<file path="src/hdl/irigb_pkg.sv">
`default_nettype none
// ----------------------------------------------------------------------------
// IRIG-B decoder package
// Shared types, codes and the month length table.
// ----------------------------------------------------------------------------
package irigb_pkg;

   localparam int TICK_W = 18;
   localparam int TOL_W  = 16;

   localparam logic [1:0] CSR_SHORT = 2'd0;
   localparam logic [1:0] CSR_MID   = 2'd1;
   localparam logic [1:0] CSR_LONG  = 2'd2;
   localparam logic [1:0] CSR_TOL   = 2'd3;

   localparam logic OP_EDGE    = 1'b0;
   localparam logic OP_TIMEOUT = 1'b1;

   localparam logic [7:0] POS_UNALIGNED = 8'hFF;
   localparam logic [3:0] QUAL_BAD      = 4'd15;

   typedef enum logic [1:0] {
      SYM_ERR  = 2'd0,
      SYM_P    = 2'd1,
      SYM_ONE  = 2'd2,
      SYM_ZERO = 2'd3
   } sym_type;

   typedef enum logic [1:0] {
      LEAP_NONE    = 2'd0,
      LEAP_PENDING = 2'd1,
      LEAP_POS     = 2'd2,
      LEAP_NEG     = 2'd3
   } leap_type;

   typedef enum logic [1:0] {
      BK_RUN   = 2'd0,
      BK_MONTH = 2'd1,
      BK_DONE  = 2'd2
   } back_state_type;

   typedef struct packed {
      logic                op;
      logic                line_level;
      logic [TICK_W-1:0]   interval_ticks;
   } req_type;

   typedef struct packed {
      logic       in_frame;
      logic       frame_done;
      logic [6:0] out_year;
      logic [3:0] out_month;
      logic [8:0] out_day;
      logic [4:0] out_hour;
      logic [5:0] out_minute;
      logic [5:0] out_second;
      logic [9:0] out_millisecond;
      logic [3:0] out_quality;
      logic [1:0] leap_flag;
   } rsp_type;

   // one classified event: decode tells whether the symbol is fed to the framer
   typedef struct packed {
      logic    decode;
      sym_type sym;
   } sym_word_type;

   typedef struct packed {
      logic         empty;
      sym_word_type word;
   } sym_link_type;

   function automatic logic [4:0] month_len(input logic [3:0] idx, input logic leap);
      logic [4:0] len;
      unique case (idx)
         4'd1:                      len = leap ? 5'd29 : 5'd28;
         4'd3, 4'd5, 4'd8, 4'd10:   len = 5'd30;
         default:                   len = 5'd31;
      endcase
      return len;
   endfunction

endpackage
`default_nettype wire

</file>
<file path="src/hdl/irigb_front.sv">
`default_nettype none
// ----------------------------------------------------------------------------
// IRIG-B front end
// Holds the width registers, classifies edges and timeouts into symbols and
// queues them for the framer.
// ----------------------------------------------------------------------------
module irigb_front (
   input  wire logic                      clock,
   input  wire logic                      reset,
   input  wire logic                      push,
   output logic                           full,
   input  wire irigb_pkg::req_type        req_word,
   input  wire logic                      csr_wr_en,
   input  wire logic [1:0]                csr_index,
   input  wire logic [17:0]               csr_wdata,
   output irigb_pkg::sym_link_type        sym_link,
   input  wire logic                      sym_pop
);
   import irigb_pkg::*;

   logic [TICK_W-1:0] short_ff, mid_ff, long_ff;
   logic [TOL_W-1:0]  tol_ff;
   sym_type           class_ff, class_in;
   sym_word_type      q_ff [2];
   logic              wr_ptr_ff, rd_ptr_ff;
   logic [1:0]        count_ff;
   sym_word_type      word_in;
   logic              accept;
   logic              near_s, near_m, near_l, near_sel;

   function automatic logic near_width(input logic [TICK_W-1:0] t,
                                       input logic [TICK_W-1:0] n,
                                       input logic [TOL_W-1:0]  tol);
      logic [TICK_W:0] a, b;
      a = {1'b0, t} + {{(TICK_W+1-TOL_W){1'b0}}, tol};
      b = {1'b0, n} + {{(TICK_W+1-TOL_W){1'b0}}, tol};
      return (a > {1'b0, n}) && ({1'b0, t} < b);
   endfunction

   assign full   = (count_ff == 2'd2);
   assign accept = push && !full;

   assign near_s = near_width(req_word.interval_ticks, short_ff, tol_ff);
   assign near_m = near_width(req_word.interval_ticks, mid_ff, tol_ff);
   assign near_l = near_width(req_word.interval_ticks, long_ff, tol_ff);

   always_comb begin
      class_in     = class_ff;
      word_in      = '{decode: 1'b0, sym: SYM_ERR};
      near_sel     = 1'b0;
      unique case (class_ff)
         SYM_P:    near_sel = near_s;
         SYM_ONE:  near_sel = near_m;
         SYM_ZERO: near_sel = near_l;
         default:  near_sel = 1'b0;
      endcase
      if (req_word.op == OP_TIMEOUT) begin
         class_in = SYM_ERR;
         word_in  = '{decode: 1'b1, sym: SYM_ERR};
      end else if (req_word.line_level) begin
         // rising edge closes the low part of the bit
         if (class_ff != SYM_ERR) begin
            word_in = '{decode: 1'b1, sym: near_sel ? class_ff : SYM_ERR};
         end
      end else begin
         priority if (near_l) begin
            class_in = SYM_P;
         end else if (near_m) begin
            class_in = SYM_ONE;
         end else if (near_s) begin
            class_in = SYM_ZERO;
         end else begin
            class_in = SYM_ERR;
            word_in  = '{decode: 1'b1, sym: SYM_ERR};
         end
      end
   end

   always_ff @(posedge clock) begin
      if (reset) begin
         short_ff  <= TICK_W'(36000);
         mid_ff    <= TICK_W'(90000);
         long_ff   <= TICK_W'(144000);
         tol_ff    <= TOL_W'(3600);
         class_ff  <= SYM_ERR;
         wr_ptr_ff <= 1'b0;
         rd_ptr_ff <= 1'b0;
         count_ff  <= 2'd0;
      end else begin
         if (csr_wr_en) begin
            unique case (csr_index)
               CSR_SHORT: short_ff <= csr_wdata;
               CSR_MID:   mid_ff   <= csr_wdata;
               CSR_LONG:  long_ff  <= csr_wdata;
               CSR_TOL:   tol_ff   <= csr_wdata[TOL_W-1:0];
               default:   ;
            endcase
         end
         if (accept) begin
            class_ff  <= class_in;
            wr_ptr_ff <= ~wr_ptr_ff;
         end
         if (sym_pop) rd_ptr_ff <= ~rd_ptr_ff;
         count_ff <= count_ff + {1'b0, accept} - {1'b0, sym_pop};
      end
   end

   always_ff @(posedge clock) begin
      if (accept) q_ff[wr_ptr_ff] <= word_in;
   end

   assign sym_link.empty = (count_ff == 2'd0);
   assign sym_link.word  = q_ff[rd_ptr_ff];

endmodule
`default_nettype wire

</file>
<file path="src/hdl/irigb_back.sv">
`default_nettype none
// ----------------------------------------------------------------------------
// IRIG-B framer and publisher
// Tracks frame position, gathers the BCD fields, publishes the time plus one
// second with a month walk, and queues one result word per event.
// ----------------------------------------------------------------------------
module irigb_back (
   input  wire logic                     clock,
   input  wire logic                     reset,
   input  wire irigb_pkg::sym_link_type  sym_link,
   output logic                          sym_pop,
   output logic                          empty,
   input  wire logic                     pop,
   output irigb_pkg::rsp_type            rsp_word
);
   import irigb_pkg::*;

   back_state_type state_ff, state_in;
   logic [7:0]  pos_ff, pos_in;
   leap_type    leap_ff, leap_in;
   logic [7:0]  sec_sh_ff, sec_sh_in, min_sh_ff, min_sh_in, hour_sh_ff, hour_sh_in;
   logic [7:0]  year_sh_ff, year_sh_in, qual_sh_ff, qual_sh_in;
   logic [15:0] day_sh_ff, day_sh_in;
   logic [6:0]  p_year_ff, p_year_in;
   logic [3:0]  p_mon_ff, p_mon_in;
   logic [8:0]  p_day_ff, p_day_in;
   logic [4:0]  p_hour_ff, p_hour_in;
   logic [5:0]  p_min_ff, p_min_in, p_sec_ff, p_sec_in;
   logic [9:0]  p_ms_ff, p_ms_in;
   logic [3:0]  p_qual_ff, p_qual_in;
   logic [3:0]  m_idx_ff, m_idx_in;
   logic [8:0]  m_sum_ff, m_sum_in;

   rsp_type     q_ff [2];
   logic        wr_ptr_ff, rd_ptr_ff;
   logic [1:0]  count_ff;
   logic        out_full, out_push;
   rsp_type     out_word;

   assign out_full = (count_ff == 2'd2);
   assign empty    = (count_ff == 2'd0);
   assign rsp_word = q_ff[rd_ptr_ff];

   always_comb begin
      logic       bad, data, b, publish, is_marker, is_zero_pos, lp;
      logic [7:0] p, t8, s, m, h, y, limit;
      logic [15:0] t16, d;
      logic [4:0] len;
      logic [9:0] ms_sum;
      sym_type    sym;

      state_in   = state_ff;
      pos_in     = pos_ff;
      leap_in    = leap_ff;
      sec_sh_in  = sec_sh_ff;
      min_sh_in  = min_sh_ff;
      hour_sh_in = hour_sh_ff;
      day_sh_in  = day_sh_ff;
      year_sh_in = year_sh_ff;
      qual_sh_in = qual_sh_ff;
      p_year_in  = p_year_ff;
      p_mon_in   = p_mon_ff;
      p_day_in   = p_day_ff;
      p_hour_in  = p_hour_ff;
      p_min_in   = p_min_ff;
      p_sec_in   = p_sec_ff;
      p_ms_in    = p_ms_ff;
      p_qual_in  = p_qual_ff;
      m_idx_in   = m_idx_ff;
      m_sum_in   = m_sum_ff;
      sym_pop    = 1'b0;
      out_push   = 1'b0;
      out_word   = '0;
      bad = 1'b0; publish = 1'b0; t8 = '0; t16 = '0;
      s = '0; m = '0; h = '0; y = '0; d = '0; limit = 8'd59;
      len = '0; ms_sum = '0; lp = 1'b0;
      sym  = sym_link.word.sym;
      p    = pos_ff;
      data = (sym == SYM_ONE) || (sym == SYM_ZERO);
      b    = (sym == SYM_ONE);
      is_marker = (p == 8'd0) || (p == 8'd9) || (p == 8'd19) || (p == 8'd29) ||
                  (p == 8'd39) || (p == 8'd49) || (p == 8'd59) || (p == 8'd69) ||
                  (p == 8'd79) || (p == 8'd89) || (p == 8'd99);
      is_zero_pos = (p == 8'd5) || (p == 8'd14) || (p == 8'd18) || (p == 8'd24) ||
                    (p == 8'd27) || (p == 8'd28) || (p == 8'd34) ||
                    ((p >= 8'd42) && (p <= 8'd48)) || (p == 8'd54) || (p == 8'd98);

      unique case (state_ff)
         BK_RUN: begin
            if (!sym_link.empty && !out_full) begin
               sym_pop = 1'b1;
               if (sym_link.word.decode) begin
                  if (p == POS_UNALIGNED) begin
                     if (sym == SYM_P) pos_in = 8'd0;
                     else p_qual_in = QUAL_BAD;
                  end else begin
                     priority if (is_marker) begin
                        bad = (sym != SYM_P);
                     end else if (is_zero_pos) begin
                        bad = (sym != SYM_ZERO);
                     end else if (p <= 8'd8) begin
                        if (!data) bad = 1'b1;
                        else begin
                           t8 = {b, sec_sh_ff[7:1]};
                           if (p == 8'd8) begin
                              t8 = t8 >> 1;
                              t8 = 8'({4'd0, t8[7:4] & 4'h7} * 8'd10) + {4'd0, t8[3:0]};
                              if (t8 > 8'd60) bad = 1'b1;
                           end
                           sec_sh_in = t8;
                        end
                     end else if (p >= 8'd10 && p <= 8'd17) begin
                        if (!data) bad = 1'b1;
                        else begin
                           t8 = {b, min_sh_ff[7:1]};
                           if (p == 8'd17) begin
                              t8 = t8 >> 1;
                              t8 = 8'({4'd0, t8[7:4] & 4'h7} * 8'd10) + {4'd0, t8[3:0]};
                              if (t8 > 8'd59) bad = 1'b1;
                           end
                           min_sh_in = t8;
                        end
                     end else if (p >= 8'd20 && p <= 8'd26) begin
                        if (!data) bad = 1'b1;
                        else begin
                           t8 = {b, hour_sh_ff[7:1]};
                           if (p == 8'd26) begin
                              t8 = t8 >> 2;
                              t8 = 8'({4'd0, t8[7:4] & 4'h3} * 8'd10) + {4'd0, t8[3:0]};
                              if (t8 > 8'd23) bad = 1'b1;
                           end
                           hour_sh_in = t8;
                        end
                     end else if (p >= 8'd30 && p <= 8'd41) begin
                        if (!data) bad = 1'b1;
                        else begin
                           t16 = {b, day_sh_ff[15:1]};
                           if (p == 8'd41) begin
                              t16 = t16 >> 6;
                              t16 = 16'({14'd0, t16[9:8]} * 16'd100) +
                                    16'({12'd0, t16[7:4]} * 16'd10) + {12'd0, t16[3:0]};
                              if (t16 > 16'd366) bad = 1'b1;
                           end
                           day_sh_in = t16;
                        end
                     end else if (p >= 8'd50 && p <= 8'd58) begin
                        if (!data) bad = 1'b1;
                        else begin
                           t8 = {b, year_sh_ff[7:1]};
                           if (p == 8'd58) begin
                              t8 = 8'({4'd0, t8[7:4]} * 8'd10) + {4'd0, t8[3:0]};
                              if (t8 > 8'd99) bad = 1'b1;
                           end
                           year_sh_in = t8;
                        end
                     end else if (p == 8'd60) begin
                        if (!data) bad = 1'b1;
                        else if (sec_sh_ff == 8'd57) leap_in = b ? LEAP_PENDING : LEAP_NONE;
                     end else if (p == 8'd61) begin
                        if (!data) bad = 1'b1;
                        else if (sec_sh_ff == 8'd57 && leap_ff == LEAP_PENDING)
                           leap_in = b ? LEAP_POS : LEAP_NEG;
                     end else if (p >= 8'd71 && p <= 8'd74) begin
                        if (!data) bad = 1'b1;
                        else begin
                           t8 = {b, qual_sh_ff[7:1]};
                           if (p == 8'd74) t8 = (t8 >> 4) & 8'h0F;
                           qual_sh_in = t8;
                        end
                     end else begin
                        bad = (sym == SYM_ERR);
                     end

                     if (bad) begin
                        pos_in    = POS_UNALIGNED;
                        p_qual_in = QUAL_BAD;
                     end else if (p == 8'd99) begin
                        publish = 1'b1;
                        pos_in  = 8'd0;
                     end else begin
                        pos_in  = p + 8'd1;
                        ms_sum  = p_ms_ff + 10'd10;
                        p_ms_in = (p_ms_ff > 10'd1013) ? 10'd1023 : ms_sum;
                     end
                  end
               end

               if (publish) begin
                  // add one second with leap-aware rollover
                  if (leap_ff == LEAP_POS) limit = 8'd60;
                  else if (leap_ff == LEAP_NEG) limit = 8'd58;
                  s = sec_sh_ff + 8'd1;
                  m = min_sh_ff;
                  h = hour_sh_ff;
                  d = day_sh_ff;
                  y = year_sh_ff;
                  if (s > limit) begin
                     s = 8'd0;
                     m = m + 8'd1;
                     if (m > 8'd59) begin
                        m = 8'd0;
                        h = h + 8'd1;
                        if (h > 8'd23) begin
                           h = 8'd0;
                           d = d + 16'd1;
                           if (d > ((y[1:0] == 2'd0) ? 16'd366 : 16'd365)) begin
                              d = 16'd1;
                              y = y + 8'd1;
                              if (y > 8'd99) y = 8'd0;
                           end
                        end
                     end
                  end
                  p_sec_in  = s[5:0];
                  p_min_in  = m[5:0];
                  p_hour_in = h[4:0];
                  p_day_in  = d[8:0];
                  p_year_in = y[6:0];
                  p_mon_in  = 4'd0;
                  p_qual_in = qual_sh_ff[3:0];
                  p_ms_in   = 10'd0;
                  m_idx_in  = 4'd0;
                  m_sum_in  = 9'd0;
                  state_in  = BK_MONTH;
               end else begin
                  out_push = 1'b1;
                  out_word = '{in_frame: (pos_in != POS_UNALIGNED), frame_done: 1'b0,
                               out_year: p_year_ff, out_month: p_mon_ff,
                               out_day: p_day_ff, out_hour: p_hour_ff,
                               out_minute: p_min_ff, out_second: p_sec_ff,
                               out_millisecond: p_ms_in, out_quality: p_qual_in,
                               leap_flag: leap_in};
               end
            end
         end
         BK_MONTH: begin
            // walk one month a cycle
            lp  = (p_year_ff[1:0] == 2'd0);
            len = month_len(m_idx_ff, lp);
            if ({1'b0, p_day_ff} <= {1'b0, m_sum_ff} + {5'd0, len}) begin
               p_mon_in = m_idx_ff + 4'd1;
               p_day_in = p_day_ff - m_sum_ff;
               state_in = BK_DONE;
            end else begin
               m_sum_in = m_sum_ff + {4'd0, len};
               m_idx_in = m_idx_ff + 4'd1;
               if (m_idx_ff == 4'd11) state_in = BK_DONE;
            end
         end
         BK_DONE: begin
            out_push = 1'b1;
            out_word = '{in_frame: 1'b1, frame_done: 1'b1,
                         out_year: p_year_ff, out_month: p_mon_ff,
                         out_day: p_day_ff, out_hour: p_hour_ff,
                         out_minute: p_min_ff, out_second: p_sec_ff,
                         out_millisecond: p_ms_ff, out_quality: p_qual_ff,
                         leap_flag: leap_ff};
            state_in = BK_RUN;
         end
         default: state_in = BK_RUN;
      endcase
   end

   always_ff @(posedge clock) begin
      if (reset) begin
         state_ff   <= BK_RUN;
         pos_ff     <= POS_UNALIGNED;
         leap_ff    <= LEAP_NONE;
         sec_sh_ff  <= '0;
         min_sh_ff  <= '0;
         hour_sh_ff <= '0;
         day_sh_ff  <= '0;
         year_sh_ff <= '0;
         qual_sh_ff <= '0;
         p_year_ff  <= '0;
         p_mon_ff   <= '0;
         p_day_ff   <= '0;
         p_hour_ff  <= '0;
         p_min_ff   <= '0;
         p_sec_ff   <= '0;
         p_ms_ff    <= '0;
         p_qual_ff  <= QUAL_BAD;
         m_idx_ff   <= '0;
         m_sum_ff   <= '0;
         wr_ptr_ff  <= 1'b0;
         rd_ptr_ff  <= 1'b0;
         count_ff   <= 2'd0;
      end else begin
         state_ff   <= state_in;
         pos_ff     <= pos_in;
         leap_ff    <= leap_in;
         sec_sh_ff  <= sec_sh_in;
         min_sh_ff  <= min_sh_in;
         hour_sh_ff <= hour_sh_in;
         day_sh_ff  <= day_sh_in;
         year_sh_ff <= year_sh_in;
         qual_sh_ff <= qual_sh_in;
         p_year_ff  <= p_year_in;
         p_mon_ff   <= p_mon_in;
         p_day_ff   <= p_day_in;
         p_hour_ff  <= p_hour_in;
         p_min_ff   <= p_min_in;
         p_sec_ff   <= p_sec_in;
         p_ms_ff    <= p_ms_in;
         p_qual_ff  <= p_qual_in;
         m_idx_ff   <= m_idx_in;
         m_sum_ff   <= m_sum_in;
         if (out_push) wr_ptr_ff <= ~wr_ptr_ff;
         if (pop && !empty) rd_ptr_ff <= ~rd_ptr_ff;
         count_ff <= count_ff + {1'b0, out_push} - {1'b0, pop && !empty};
      end
   end

   always_ff @(posedge clock) begin
      if (out_push) q_ff[wr_ptr_ff] <= out_word;
   end

endmodule
`default_nettype wire

</file>
<file path="src/hdl/irig_b_time_code_decoder.sv">
`default_nettype none
// ----------------------------------------------------------------------------
// IRIG-B time code decoder
// Turns edge and timeout events into framed, published time words.
// ----------------------------------------------------------------------------
// Input side is a queue: drive req_word and push; the word is taken when full
// is low. Each word is a line edge (new level, ticks since last edge) or a
// bit timeout. Output side is a queue: while empty is low rsp_word holds the
// oldest result; pop takes it. Every input word yields exactly one result.
// The width registers are written through csr_wr_en/csr_index/csr_wdata.
// A word is registered in the classifier queue, then its result in the output
// queue. Throughput is one word per cycle while the output queue has room and
// no frame is being published, set by the framer's single decode step; the
// word that closes a frame is further held by the month walk (one month per
// cycle) and the publish step. A two-entry queue sits between classifier and
// framer and another on the output, so a stalled receiver first fills the
// output queue, then holds the framer, then the classifier raises full.
// Reset returns the widths to their defaults, the framer to unaligned and the
// published quality to bad; both queues are emptied.
// ----------------------------------------------------------------------------
module irig_b_time_code_decoder (
   input  wire logic                 clock,
   input  wire logic                 reset,
   input  wire logic                 push,
   output logic                      full,
   input  wire irigb_pkg::req_type   req_word,
   output logic                      empty,
   input  wire logic                 pop,
   output irigb_pkg::rsp_type        rsp_word,
   input  wire logic                 csr_wr_en,
   input  wire logic [1:0]           csr_index,
   input  wire logic [17:0]          csr_wdata
);
   import irigb_pkg::*;

   sym_link_type sym_link;
   logic         sym_pop;

   irigb_front u_front (
      .clock     (clock),
      .reset     (reset),
      .push      (push),
      .full      (full),
      .req_word  (req_word),
      .csr_wr_en (csr_wr_en),
      .csr_index (csr_index),
      .csr_wdata (csr_wdata),
      .sym_link  (sym_link),
      .sym_pop   (sym_pop)
   );

   irigb_back u_back (
      .clock    (clock),
      .reset    (reset),
      .sym_link (sym_link),
      .sym_pop  (sym_pop),
      .empty    (empty),
      .pop      (pop),
      .rsp_word (rsp_word)
   );

endmodule
`default_nettype wire
</file>
<file path="config.mk">
export PLATFORM = sky130hd
export DESIGN_NAME = irig_b_time_code_decoder
export DESIGN_NICKNAME = d
export VERILOG_FILES = /design/src/hdl/irigb_pkg.sv /design/src/hdl/irigb_front.sv /design/src/hdl/irigb_back.sv /design/src/hdl/irig_b_time_code_decoder.sv
export SDC_FILE = /design/constraint.sdc
export NUM_CORES = 1
export LEC_CHECK = 0
export BUFFER_PORTS_ARGS = -buffer_cell sky130_fd_sc_hd__buf_2
export CELL_PAD_IN_SITES_DETAIL_PLACEMENT = 1
export CELL_PAD_IN_SITES_GLOBAL_PLACEMENT = 1
export CORE_ASPECT_RATIO = 0.7
export CORE_UTILIZATION = 52
export DETAILED_ROUTE_END_ITERATION = 10
export PLACE_DENSITY = 0.91
export SLEW_MARGIN = 20
export SYNTH_ARGS = -nofsm -noshare
export SYNTH_HDL_FRONTEND = slang
export SYNTH_SLANG_ARGS = --single-unit
</file>
<file path="constraint.sdc">
create_clock -name clock -period 12.7 [get_ports clock]
set_clock_uncertainty 0.15 [all_clocks]
set_input_delay 1.27 -clock clock [delete_from_list [all_inputs] [get_ports clock]]
set_output_delay 1.27 -clock clock [all_outputs]
set_load 0.1 [all_outputs]
</file>
==> results.yml <==
outcome:
  status: "finished, final reports clean"
place:
  port_buffers: 101
  dpl.cell_count: 3299
  gp_congestion: 0.9581
  hpwl_um: 58140
logic_synthesis:
  netlist-cell-type-count: 97
  synth_top_family_by_area: "compound AO/OA/AOI/OAI gates"
  synth_area_per_cell_um2: 8.646
  synth-simple-area-share_pct: 19.53
  synth_seq_cells: 330
  ys_seq_area_share_pct: 33.09
  syn_inst: 2715
  ys_warn_count: 0
  synthTopCellsByArea: "dfxtp_1 18%, edfxtp_1 15%, ha_1 13%, a21oi_1 4.7%, nand2_1 4.3%"
  synthXorXnorAreaFrac_pct: 3.992
  synth_top_area_share_pct: 18.25
  post_synth_fa_ha_maj_area_fraction_pct: 14.54
  synth_top_area_cell: "dfxtp_1"
  ys_async_sr_fraction_pct: 0
  synth_nets: 3025
  synth_edf_count: 116
  synth_area_mm2: 0.02347
  synthMuxAreaShare_pct: 4.317
  synth_compound_area_share_pct: 19.97
  ys.flop_type: "dfxtp_1"
timing:
  max-slew-margin-rel_pct: 19.36
  tns_ps: 0
  timing.final.crit_share_pct: 52.01
  hold_slack_ps: 318.2
  slew_violations: 0
  setup_viol: 0
  max_freq_ghz: 0.1514
  rsz0062_at_grt: "no"
  tightest_slew_ps: 1191
  period_needed_ps: 6606
  hold_violations: 0
critical_path:
  cp.arrival_ps: 6710
  start_kind: "flop"
  criticalPathCategory: "flop to flop"
  crit_required_ps: 12800
  r2r_slack_ps: 6090
  crit_path_end_kind: "flop"
  crit_fanout: 5
die:
  ios: 102
  start_util_pct: 53.20
  die_h_um: 179.8
  die_x_um: 255.9
  coreArea_mm2: 0.04412
  dieArea_mm2: 0.04601
  rows: 64
clocking:
  cts_buffers: 36
  postCtsHoldBufs: 0
  cts_tree: "done"
  cts_resized: 0
  root_buffer: "clkbuf_16"
  worstSkewPairLatency_ps: 550
  cts_setup_buffers: 0
  clock_sinks: 330
  clkTransAtPathRegs_ps: 60
  clock_path_buffers: 3
  cts_htree_levels: 2
drt:
  routed-via-count: 22020
  dr.pass1.iters: 8
  wl_per_cell_um: 23.97
  routed_wl_um: 80730
  drtIter0Drc: 2018
  drcViolationCount: 0
  routed_via_density: 6.538
  postRouteAntennaNets: 0
hold_path:
  hold_path.class: "flop to flop"
layout:
  fin_util_pct: 58.31
  areaGrowthSynthToFinish_pct: 9.600
  fin_nets: 3054
  final_cell_mix: "269 x nand2_1, 252 x ha_1, 225 x nor2_1"
  drive_above_1_share_pct: 10.53
  final_cells: 3368
  layout_commonest_cell: "nand2_1"
pwr:
  p_leak_nw: 10.60
  ir_drop_uv: 106.1
  p_per_area_mw_per_mm2: 174.9
grt:
  grt_overflow: 0
  antenna_found_initial: 2
  grt_pass1_wl_um: 128100
  grt_pass1_vias: 22430
  grt_start_max_net_pins: 100
  track_usage_pct: 34.56
flow_run:
  drv_cap: 0
[critical path, stage by stage (launching register included)]
cell and delay (ps):
dfxtp_1 360, ha_1 270, fa_1 480, a21o_1 200, a21oi_1 230, nor2b_1 120
nor4_1 430, o31ai_1 240, o21ai_0 700, o21bai_1 140, a21oi_1 210, xor2_1 230
ha_1 290, a21o_1 170, a21o_1 170, a21o_1 170, a221oi_1 510, o31ai_1 240
a31oi_1 340, a2111oi_0 120, or3b_2 560
[path summary, 6_finish.rpt]
kind | cells past startpoint | end | startpoint
max | 20 | u_front.q_ff[1][2] | u_front.tol_ff[0]
min | 2 | u_back.p_sec_ff[5] | u_back.p_sec_ff[5]
max reg2reg | 20 | u_front.q_ff[1][2] | u_front.tol_ff[0]
min reg2reg | 2 | u_back.p_sec_ff[5] | u_back.p_sec_ff[5]
[power by group]
group          total (mW)  internal, mW  switching (mW)
combinational        1.93         0.449            1.48
sequential           1.37          1.28          0.0886
clock                1.20         0.724           0.477
[sequential cells by signal, summed over array words and instances, names as in the netlist, 4 cells and up, named ones only]
register,count
u_back.q_ff,110
u_front.long_ff,18
u_front.mid_ff,18
u_front.short_ff,18
u_back.day_sh_ff,16
u_front.tol_ff,16
u_back.p_ms_ff,10
u_back.m_sum_ff,9
u_back.p_day_ff,9
u_back.hour_sh_ff,8
u_back.min_sh_ff,8
u_back.pos_ff,8
u_back.qual_sh_ff,8
u_back.sec_sh_ff,8
u_back.year_sh_ff,8
u_back.p_year_ff,7
u_back.p_min_ff,6
u_back.p_sec_ff,6
u_front.q_ff,6
u_back.p_hour_ff,5
u_back.m_idx_ff,4
u_back.p_mon_ff,4
u_back.p_qual_ff,4
[through the flow]
stage	cell area, um^2	power (mW)	setup slack (ps)
final	25730	4.499	6094
after detailed placement	24370	3.274	6138
after global routing	25730	4.652	5781
after floorplan	23470	2.879	6979
after global placement	24370	3.192	6498
after CTS	25700	4.482	6329
[final cells by class]
class / instances / area (um^2)
Fill cell: 5134 / 18400
Sequential cell: 330 / 7769
Clock inverter: 19 / 292.8
Clock buffer: 47 / 1037
Multi-Input combinational cell: 2114 / 14680
Antenna cell: 2 / 5.005
Inverter: 139 / 521.8
Tap cell: 594 / 743.2
Timing Repair Buffer: 123 / 680.7
[cells in the mapped netlist, types with 13 or more instances]
library cell and n:
or3_1 17, ha_1 252, nand3_1 78, o31ai_1 16, a311oi_1 18, nand2b_1 33
nor3_1 67, o211ai_1 22, and3_1 26, a21o_1 67, dfxtp_1 214, o21a_1 26
a21oi_1 220, nor3b_1 14, nor2b_1 36, fa_1 13, nand2_1 269, mux2_2 58
xor2_1 46, edfxtp_1 116, o21ai_0 135, nand4_1 28, xnor2_1 61, a31oi_1 20
mux2i_1 36, nor2_1 226, and2_1 52, nand3b_1 13, o21bai_1 18, a211oi_1 51
inv_1 137, buf_2 15, clkbuf_1 101
[layer usage]
metal  wire [um]  part of all wire (%)  GRT usage [%]  vias up
li1            -                     -              -     9914
met1       35910                    44          49.04    10950
met2       36220                    45          55.00      976
met3        6600                   8.2          5.020      177
met4        2003                   2.5          8.862        0
met5           0                     0              0        -
[cell families after synthesis]
logic type | after synthesis
and+or+nand+nor | 931
adders and majority gates | 265
DFF | 330
muxes | 94
buffers and inverters | 271
xor gates and xnor gates | 107
AOI/OAI and AO/OA | 717
(Power assumes the default switching activity.)
